[config.mk]
export PLATFORM = sky130hd
export DESIGN_NAME = integer_to_ascii_formatter
export DESIGN_NICKNAME = d
export VERILOG_FILES = /design/src/ito_pkg.sv /design/src/ito_dabble.sv /design/src/ito_emit.sv /design/src/integer_to_ascii_formatter.sv
export SDC_FILE = /design/constraint.sdc
export NUM_CORES = 1
export LEC_CHECK = 0
export BUFFER_PORTS_ARGS = -buffer_cell sky130_fd_sc_hd__buf_2
export CAP_MARGIN = 0
export CORE_UTILIZATION = 30
export CTS_BUF_LIST = sky130_fd_sc_hd__clkbuf_2
export CTS_CLUSTER_SIZE = 8
export DETAILED_ROUTE_END_ITERATION = 6
export SLEW_MARGIN = 20
export SYNTH_ARGS = -nofsm -noshare
export SYNTH_HDL_FRONTEND = slang
export SYNTH_SLANG_ARGS = --single-unit
[constraint.sdc]
create_clock -name aclk -period 7.52 [get_ports aclk]
set_input_delay 1.504 -clock aclk [delete_from_list [all_inputs] [get_ports aclk]]
set_output_delay 1.504 -clock aclk [all_outputs]
set_load 0.05 [all_outputs]
[src/ito_pkg.sv]
package ito_pkg;

    localparam int VAL_W  = 64;
    localparam int BCD_W  = 80;
    localparam int CNT_W  = 7;
    localparam int CHAR_W = 7;
    localparam int DIG_W  = 4;
    localparam int NDIG_DEC = BCD_W / DIG_W;

    localparam logic [CNT_W-1:0] NUM_DEC  = CNT_W'(NDIG_DEC);
    localparam logic [CNT_W-1:0] NUM_HEX  = CNT_W'(VAL_W / DIG_W);
    localparam logic [CNT_W-1:0] NUM_BIN  = CNT_W'(VAL_W);
    localparam logic [CNT_W-1:0] NUM_BITS = CNT_W'(VAL_W);

    localparam logic [CHAR_W-1:0] CHAR_MINUS    = 7'h2D;
    localparam logic [CHAR_W-1:0] CHAR_ZERO     = 7'h30;
    localparam logic [CHAR_W-1:0] CHAR_HEX_BASE = 7'h37;

    typedef enum logic [1:0] {
        KIND_UDEC = 2'd0,
        KIND_SDEC = 2'd1,
        KIND_HEX  = 2'd2,
        KIND_BIN  = 2'd3
    } kind_t;

    // command from the sequencer to the character emitter
    typedef struct packed {
        logic             start;
        logic [BCD_W-1:0] data;   // digits left-aligned, most significant first
        logic [CNT_W-1:0] count;  // number of digit positions in data
        logic             bin;    // 1-bit digits instead of 4-bit digits
        logic             neg;    // prefix a minus sign
    } emit_cmd_t;

    function automatic logic [CHAR_W-1:0] digit_char(input logic [DIG_W-1:0] d);
        logic [CHAR_W-1:0] ext;
        ext = {{(CHAR_W-DIG_W){1'b0}}, d};
        if (d < 4'd10) begin
            return CHAR_ZERO + ext;
        end else begin
            return CHAR_HEX_BASE + ext;
        end
    endfunction

endpackage

[src/ito_dabble.sv]
module ito_dabble (
    input  logic                        aclk,
    input  logic                        aresetn,
    input  logic                        start,
    input  logic [ito_pkg::VAL_W-1:0]   value,
    output logic                        busy,
    output logic [ito_pkg::BCD_W-1:0]   bcd
);

    logic [ito_pkg::VAL_W-1:0] bin_reg, bin_next;
    logic [ito_pkg::BCD_W-1:0] bcd_reg, bcd_next;
    logic [ito_pkg::CNT_W-1:0] cnt_reg, cnt_next;
    logic [ito_pkg::BCD_W-1:0] adj;

    // add 3 to every BCD digit of 5 or more before the shift
    always_comb begin
        logic [ito_pkg::DIG_W-1:0] dig;
        for (int i = 0; i < ito_pkg::NDIG_DEC; i++) begin
            dig = bcd_reg[i*ito_pkg::DIG_W +: ito_pkg::DIG_W];
            adj[i*ito_pkg::DIG_W +: ito_pkg::DIG_W] = (dig >= 4'd5) ? dig + 4'd3 : dig;
        end
    end

    always_comb begin
        bin_next = bin_reg;
        bcd_next = bcd_reg;
        cnt_next = cnt_reg;
        if (start) begin
            bin_next = value;
            bcd_next = '0;
            cnt_next = ito_pkg::NUM_BITS;
        end else if (cnt_reg != '0) begin
            bcd_next = {adj[ito_pkg::BCD_W-2:0], bin_reg[ito_pkg::VAL_W-1]};
            bin_next = {bin_reg[ito_pkg::VAL_W-2:0], 1'b0};
            cnt_next = cnt_reg - 1'b1;
        end
    end

    always_ff @(posedge aclk) begin
        if (!aresetn) begin
            cnt_reg <= '0;
        end else begin
            cnt_reg <= cnt_next;
        end
        bin_reg <= bin_next;
        bcd_reg <= bcd_next;
    end

    assign busy = (cnt_reg != '0);
    assign bcd  = bcd_reg;

`ifndef SYNTHESIS
    a_dabble_count: assert property (@(posedge aclk) disable iff (!aresetn)
        (cnt_reg != '0) && !start |=> cnt_reg == $past(cnt_reg) - 1'b1)
        else $error("dabble counter did not advance by one");
`endif

endmodule

[src/ito_emit.sv]
module ito_emit (
    input  logic                  aclk,
    input  logic                  aresetn,
    input  ito_pkg::emit_cmd_t    cmd,
    output logic                  busy,
    output logic                  m_tvalid,
    input  logic                  m_tready,
    output logic [7:0]            m_tdata,  // [6:0] char_out, [7] zero
    output logic                  m_tlast   // last
);

    typedef enum logic [3:0] {
        E_IDLE  = 4'b0001,
        E_SKIP  = 4'b0010,
        E_SIGN  = 4'b0100,
        E_DIGIT = 4'b1000
    } estate_t;

    estate_t                          state_reg, state_next;
    logic [ito_pkg::BCD_W-1:0]        data_reg, data_next;
    logic [ito_pkg::CNT_W-1:0]        cnt_reg, cnt_next;
    logic                             bin_reg, bin_next;
    logic                             neg_reg, neg_next;
    logic                             out_valid_reg, out_valid_next;
    logic [ito_pkg::CHAR_W-1:0]       out_char_reg, out_char_next;
    logic                             out_last_reg, out_last_next;

    logic [ito_pkg::DIG_W-1:0]        top_dig;
    logic [ito_pkg::BCD_W-1:0]        shifted;
    logic                             slot_free;

    assign top_dig = bin_reg ? {3'b000, data_reg[ito_pkg::BCD_W-1]}
                             : data_reg[ito_pkg::BCD_W-1 -: ito_pkg::DIG_W];
    assign shifted = bin_reg ? {data_reg[ito_pkg::BCD_W-2:0], 1'b0}
                             : {data_reg[ito_pkg::BCD_W-ito_pkg::DIG_W-1:0],
                                {ito_pkg::DIG_W{1'b0}}};
    assign slot_free = !out_valid_reg || m_tready;

    always_comb begin
        state_next     = state_reg;
        data_next      = data_reg;
        cnt_next       = cnt_reg;
        bin_next       = bin_reg;
        neg_next       = neg_reg;
        out_valid_next = out_valid_reg;
        out_char_next  = out_char_reg;
        out_last_next  = out_last_reg;
        if (out_valid_reg && m_tready) begin
            out_valid_next = 1'b0;
        end
        case (state_reg)
            E_IDLE: begin
                if (cmd.start) begin
                    data_next  = cmd.data;
                    cnt_next   = cmd.count;
                    bin_next   = cmd.bin;
                    neg_next   = cmd.neg;
                    state_next = E_SKIP;
                end
            end
            E_SKIP: begin
                // drop leading zeros, keep at least one digit
                if (top_dig == '0 && cnt_reg != 7'd1) begin
                    data_next = shifted;
                    cnt_next  = cnt_reg - 1'b1;
                end else begin
                    state_next = neg_reg ? E_SIGN : E_DIGIT;
                end
            end
            E_SIGN: begin
                if (slot_free) begin
                    out_valid_next = 1'b1;
                    out_char_next  = ito_pkg::CHAR_MINUS;
                    out_last_next  = 1'b0;
                    state_next     = E_DIGIT;
                end
            end
            E_DIGIT: begin
                if (slot_free) begin
                    out_valid_next = 1'b1;
                    out_char_next  = ito_pkg::digit_char(top_dig);
                    out_last_next  = (cnt_reg == 7'd1);
                    data_next      = shifted;
                    cnt_next       = cnt_reg - 1'b1;
                    if (cnt_reg == 7'd1) begin
                        state_next = E_IDLE;
                    end
                end
            end
            default: begin
                state_next = E_IDLE;
            end
        endcase
    end

    always_ff @(posedge aclk) begin
        if (!aresetn) begin
            state_reg     <= E_IDLE;
            out_valid_reg <= 1'b0;
        end else begin
            state_reg     <= state_next;
            out_valid_reg <= out_valid_next;
        end
        data_reg     <= data_next;
        cnt_reg      <= cnt_next;
        bin_reg      <= bin_next;
        neg_reg      <= neg_next;
        out_char_reg <= out_char_next;
        out_last_reg <= out_last_next;
    end

    assign busy     = (state_reg != E_IDLE);
    assign m_tvalid = out_valid_reg;
    assign m_tdata  = {1'b0, out_char_reg};
    assign m_tlast  = out_last_reg;

`ifndef SYNTHESIS
    a_digit_count: assert property (@(posedge aclk) disable iff (!aresetn)
        state_reg == E_DIGIT |-> cnt_reg != '0)
        else $error("emitting a digit with no digits left");
    a_minus_not_last: assert property (@(posedge aclk) disable iff (!aresetn)
        out_valid_reg && out_char_reg == ito_pkg::CHAR_MINUS |-> !out_last_reg)
        else $error("minus sign flagged as last word");
`endif

endmodule

[src/integer_to_ascii_formatter.sv]
// Decimal values go through the shift-add-3 (double dabble) unit and then the emitter;
// hex and binary values go straight to the emitter. The emitter skips leading zero digits,
// keeps at least one, and prefixes a minus sign for a negative signed decimal value.
// Throughput: one item at a time; a new item is accepted only once the emitter has queued
// the last word of the previous item, and each word can wait on m_tready.
// Reset (aresetn low, synchronous) returns the sequencer to idle and empties the output.
module integer_to_ascii_formatter (
    input  logic        aclk,
    input  logic        aresetn,
    input  logic        s_tvalid,
    output logic        s_tready,
    input  logic [63:0] s_tdata,   // [63:0] value
    input  logic [1:0]  s_tuser,   // [1:0] kind
    output logic        m_tvalid,
    input  logic        m_tready,
    output logic [7:0]  m_tdata,   // [6:0] char_out, [7] zero
    output logic        m_tlast    // last
);

    typedef enum logic [2:0] {
        ST_IDLE   = 3'b001,
        ST_DABBLE = 3'b010,
        ST_EMIT   = 3'b100
    } state_t;

    state_t                     state_reg, state_next;
    logic                       neg_reg, neg_next;
    ito_pkg::kind_t             kind;
    logic                       accept;
    logic                       neg_in;
    logic [ito_pkg::VAL_W-1:0]  mag;
    logic                       dab_start;
    logic                       dab_busy;
    logic [ito_pkg::BCD_W-1:0]  dab_bcd;
    ito_pkg::emit_cmd_t         cmd;
    logic                       emit_busy;

    assign kind     = ito_pkg::kind_t'(s_tuser);
    assign s_tready = (state_reg == ST_IDLE);
    assign accept   = s_tvalid && s_tready;
    assign neg_in   = (kind == ito_pkg::KIND_SDEC) && s_tdata[ito_pkg::VAL_W-1];
    assign mag      = neg_in ? (~s_tdata + 1'b1) : s_tdata;

    always_comb begin
        state_next = state_reg;
        neg_next   = neg_reg;
        dab_start  = 1'b0;
        cmd.start  = 1'b0;
        cmd.data   = {s_tdata, {(ito_pkg::BCD_W-ito_pkg::VAL_W){1'b0}}};
        cmd.count  = ito_pkg::NUM_HEX;
        cmd.bin    = 1'b0;
        cmd.neg    = 1'b0;
        case (state_reg)
            ST_IDLE: begin
                if (accept) begin
                    if (kind inside {ito_pkg::KIND_UDEC, ito_pkg::KIND_SDEC}) begin
                        dab_start  = 1'b1;
                        neg_next   = neg_in;
                        state_next = ST_DABBLE;
                    end else begin
                        cmd.start  = 1'b1;
                        cmd.bin    = (kind == ito_pkg::KIND_BIN);
                        cmd.count  = (kind == ito_pkg::KIND_BIN) ? ito_pkg::NUM_BIN
                                                                 : ito_pkg::NUM_HEX;
                        state_next = ST_EMIT;
                    end
                end
            end
            ST_DABBLE: begin
                if (!dab_busy) begin
                    cmd.start  = 1'b1;
                    cmd.data   = dab_bcd;
                    cmd.count  = ito_pkg::NUM_DEC;
                    cmd.neg    = neg_reg;
                    state_next = ST_EMIT;
                end
            end
            ST_EMIT: begin
                if (!emit_busy) begin
                    state_next = ST_IDLE;
                end
            end
            default: begin
                state_next = ST_IDLE;
            end
        endcase
    end

    always_ff @(posedge aclk) begin
        if (!aresetn) begin
            state_reg <= ST_IDLE;
        end else begin
            state_reg <= state_next;
        end
        neg_reg <= neg_next;
    end

    ito_dabble u_dabble (
        .aclk    (aclk),
        .aresetn (aresetn),
        .start   (dab_start),
        .value   (mag),
        .busy    (dab_busy),
        .bcd     (dab_bcd)
    );

    ito_emit u_emit (
        .aclk     (aclk),
        .aresetn  (aresetn),
        .cmd      (cmd),
        .busy     (emit_busy),
        .m_tvalid (m_tvalid),
        .m_tready (m_tready),
        .m_tdata  (m_tdata),
        .m_tlast  (m_tlast)
    );

`ifndef SYNTHESIS
    a_idle_emit_free: assert property (@(posedge aclk) disable iff (!aresetn)
        state_reg == ST_IDLE || state_reg == ST_DABBLE |-> !emit_busy)
        else $error("emitter busy while sequencer does not own it");
`endif

endmodule
==> results.json <==
{
  "status": "completed",
  "peakVddDrop_v": 0.000290,
  "ys_seq_area_share_pct": 45.6,
  "syn_nets": 1766,
  "dr.pass1.iters": 7,
  "max-slew-margin-rel_pct": 24.1,
  "die_x_um": 225,
  "arrival_ns": 4.13,
  "clkLatencyLatePin_ns": 0.88,
  "min_path_type": "reg -> reg",
  "grt_max_degree": 102,
  "crit_required_ns": 7.96,
  "postCtsSetupBuffers": 0,
  "grt_pass1_wl_um": 60900,
  "final.setup.tns_ns": 0,
  "synth_edf_count": 162,
  "finalHoldViolCount": 0,
  "worstSetupStartpointType": "register",
  "synth_ff_type": "edfxtp_1",
  "synth-async-reset-ratio_pct": 0,
  "drc": 0,
  "cts_tree": "yes",
  "cts_made_buffers": 72,
  "num_rows": 81,
  "cts_buffer_depth": 3,
  "port_buffers": 79,
  "vias": 12300,
  "syn_to_final_growth_pct": 10.8,
  "design.portCount": 81,
  "ys_types": 59,
  "cts_root_buf": "clkbuf_2",
  "cts_num_sinks": 257,
  "cp-end-kind": "register",
  "path_clk_slew_ns": 0.09,
  "finalMaxSlewViolations": 0,
  "drt-initial-drc-count": 840,
  "gr-total-overflow": 0,
  "start_util_pct": 30.4,
  "cts_resized": 0,
  "p_leak_uw": 0.00622,
  "drt_wl_total_um": 38000,
  "min_period_ns": 3.70,
  "rsz0062_at_grt": "no",
  "nets": 1834,
  "finalSetupViolCount": 0,
  "final_util_pct": 33.7,
  "ys_warn_count": 0,
  "die_height_um": 225,
  "place.gp.congestion": 0.778,
  "finalCritPeriodShare_pct": 49.2,
  "antenna_found_initial": 5,
  "cts_max_level": 3,
  "syn-cell-area_mm2": 0.0149,
  "netlist_instances": 1649,
  "first_global_vias": 11900,
  "tightest_slew_ns": 1.14,
  "power.density_mw_per_mm2": 393,
  "max_freq_ghz": 0.270,
  "coreArea_mm2": 0.0488,
  "place_hpwl_um": 25100,
  "fp.dieArea_mm2": 0.0504,
  "fin_skew_ns": 0.0778,
  "drive_gt1_share_pct": 14.0,
  "critPathKind": "reg -> reg",
  "cap_violations": 0,
  "holdBufCountCts": 0,
  "ys_ff_latch": 257,
  "grtUsageTotal_pct": 15.0,
  "path_max_fanout": 68,
  "ant_nets": 0,
  "wl_per_cell_um": 15.6,
  "avgSynthCellArea_um2": 9.01,
  "via_per_inst": 5.03
}
[cell families after synthesis]
kind of cell	share of synthesized area [%]
buffers and inverters	4.09
AND/OR/NAND/NOR	18.8
flip-flops	45.6
adder cells (fa/ha/maj)	3.96
AO/OA/AOI/OAI	19.1
other	0.0252
XOR/XNOR	5.48
multiplexers	2.97
[worst max-delay path, stage by stage (launching register included)]
cell and delay (ns):
edfxtp_1 0.82, buf_4 0.59, o211ai_1 0.21, nor2_1 0.21
a211oi_1 0.10, nor2_4 0.50, buf_4 0.81
[placed cells by master (no fill, tap or decap), types with 68 or more instances in the layout]
cell / netlist / layout
a21oi_1: 226 / 226
buf_2: 11 / 79
edfxtp_1: 162 / 162
nor2_1: 129 / 127
nand2_1: 203 / 201
o21ai_0: 122 / 122
a211oi_1: 85 / 85
nor2b_1: 68 / 68
dfxtp_1: 95 / 95
xnor2_1: 68 / 68
clkbuf_2: 0 / 117
[cell type report]
type | count | area [µm²]
Fill cell | 5137 | 32400
Multi-Input combinational cell | 1239 | 7520
Sequential cell | 257 | 6770
Tap cell | 664 | 831
Clock buffer | 117 | 586
Timing Repair Buffer | 93 | 500
Inverter | 54 | 203
Clock inverter | 13 | 50.0
Antenna cell | 1 | 2.50
[stage by stage]
step                worst slack, ns  std cells  cell area (µm²)  hold WS, ns  power [µW]
finish                         3.82       2438            16500        0.477        6460
global route                   3.53       2438            16500        0.510        7030
CTS                            3.77       2437            16500        0.480        6520
detailed placement             3.19       2307            15800        0.467        5470
global placement               3.13       2307            15800        0.457        5360
floorplan                      1.28       1649            14900        0.445        4820
[synth_stat cells, types with 4 or more instances]
library cell | number | area share, %
dfxtp_1 | 95 | 13
or4_1 | 5 | 0.25
clkbuf_1 | 77 | 1.9
a21oi_1 | 226 | 7.6
o31ai_1 | 6 | 0.30
ha_1 | 47 | 4.0
a31oi_1 | 9 | 0.38
o21a_1 | 6 | 0.30
o22ai_1 | 16 | 0.67
nand2_1 | 203 | 5.1
nor4_2 | 4 | 0.34
nor4b_1 | 4 | 0.24
xor2_1 | 25 | 1.5
nor2_1 | 129 | 3.3
buf_2 | 11 | 0.37
nor2b_1 | 68 | 2.9
nand2b_1 | 24 | 1.0
and2_1 | 4 | 0.17
o21ai_1 | 7 | 0.24
nor3b_1 | 22 | 1.1
a41oi_1 | 4 | 0.24
o21ai_0 | 122 | 4.1
a211oi_1 | 85 | 4.3
edfxtp_1 | 162 | 33
buf_1 | 8 | 0.20
xnor2_1 | 68 | 4.0
and3_1 | 6 | 0.25
nor3_2 | 6 | 0.40
nor4_1 | 9 | 0.38
or3_1 | 4 | 0.17
nor3_1 | 20 | 0.67
inv_1 | 53 | 1.3
mux2i_1 | 44 | 3.0
nand3_1 | 31 | 1.0
[per-layer routing]
layer  share of wire [%]  GRT usage [%]  vias to the layer above
li1                    -              -                     6097
met1                  47           19.3                     5817
met2                  46           24.9                      281
met3                 5.2           2.59                       66
met4                 1.9           5.55                        8
met5                0.10              0                        -
[path summary, 6_finish.rpt]
| kind | from | endpoint | slack, ns | cells after the start |
|---|---|---|---|---|
| setup / recovery | u_emit.bin_reg | u_emit.cnt_reg[4] | 3.82 | 6 |
| hold / removal | u_dabble.bcd[77] | u_dabble.bcd[77] | 0.48 | 2 |
| setup reg to reg | u_emit.bin_reg | u_emit.cnt_reg[4] | 3.82 | 6 |
| hold reg to reg | u_dabble.bcd[77] | u_dabble.bcd[77] | 0.48 | 2 |
[where the power goes]
part / internal, µW / switching (µW)
Clock: 405 / 613
Combinational: 945 / 1600
Sequential: 2430 / 464
Power figures use the tool's default switching activity.
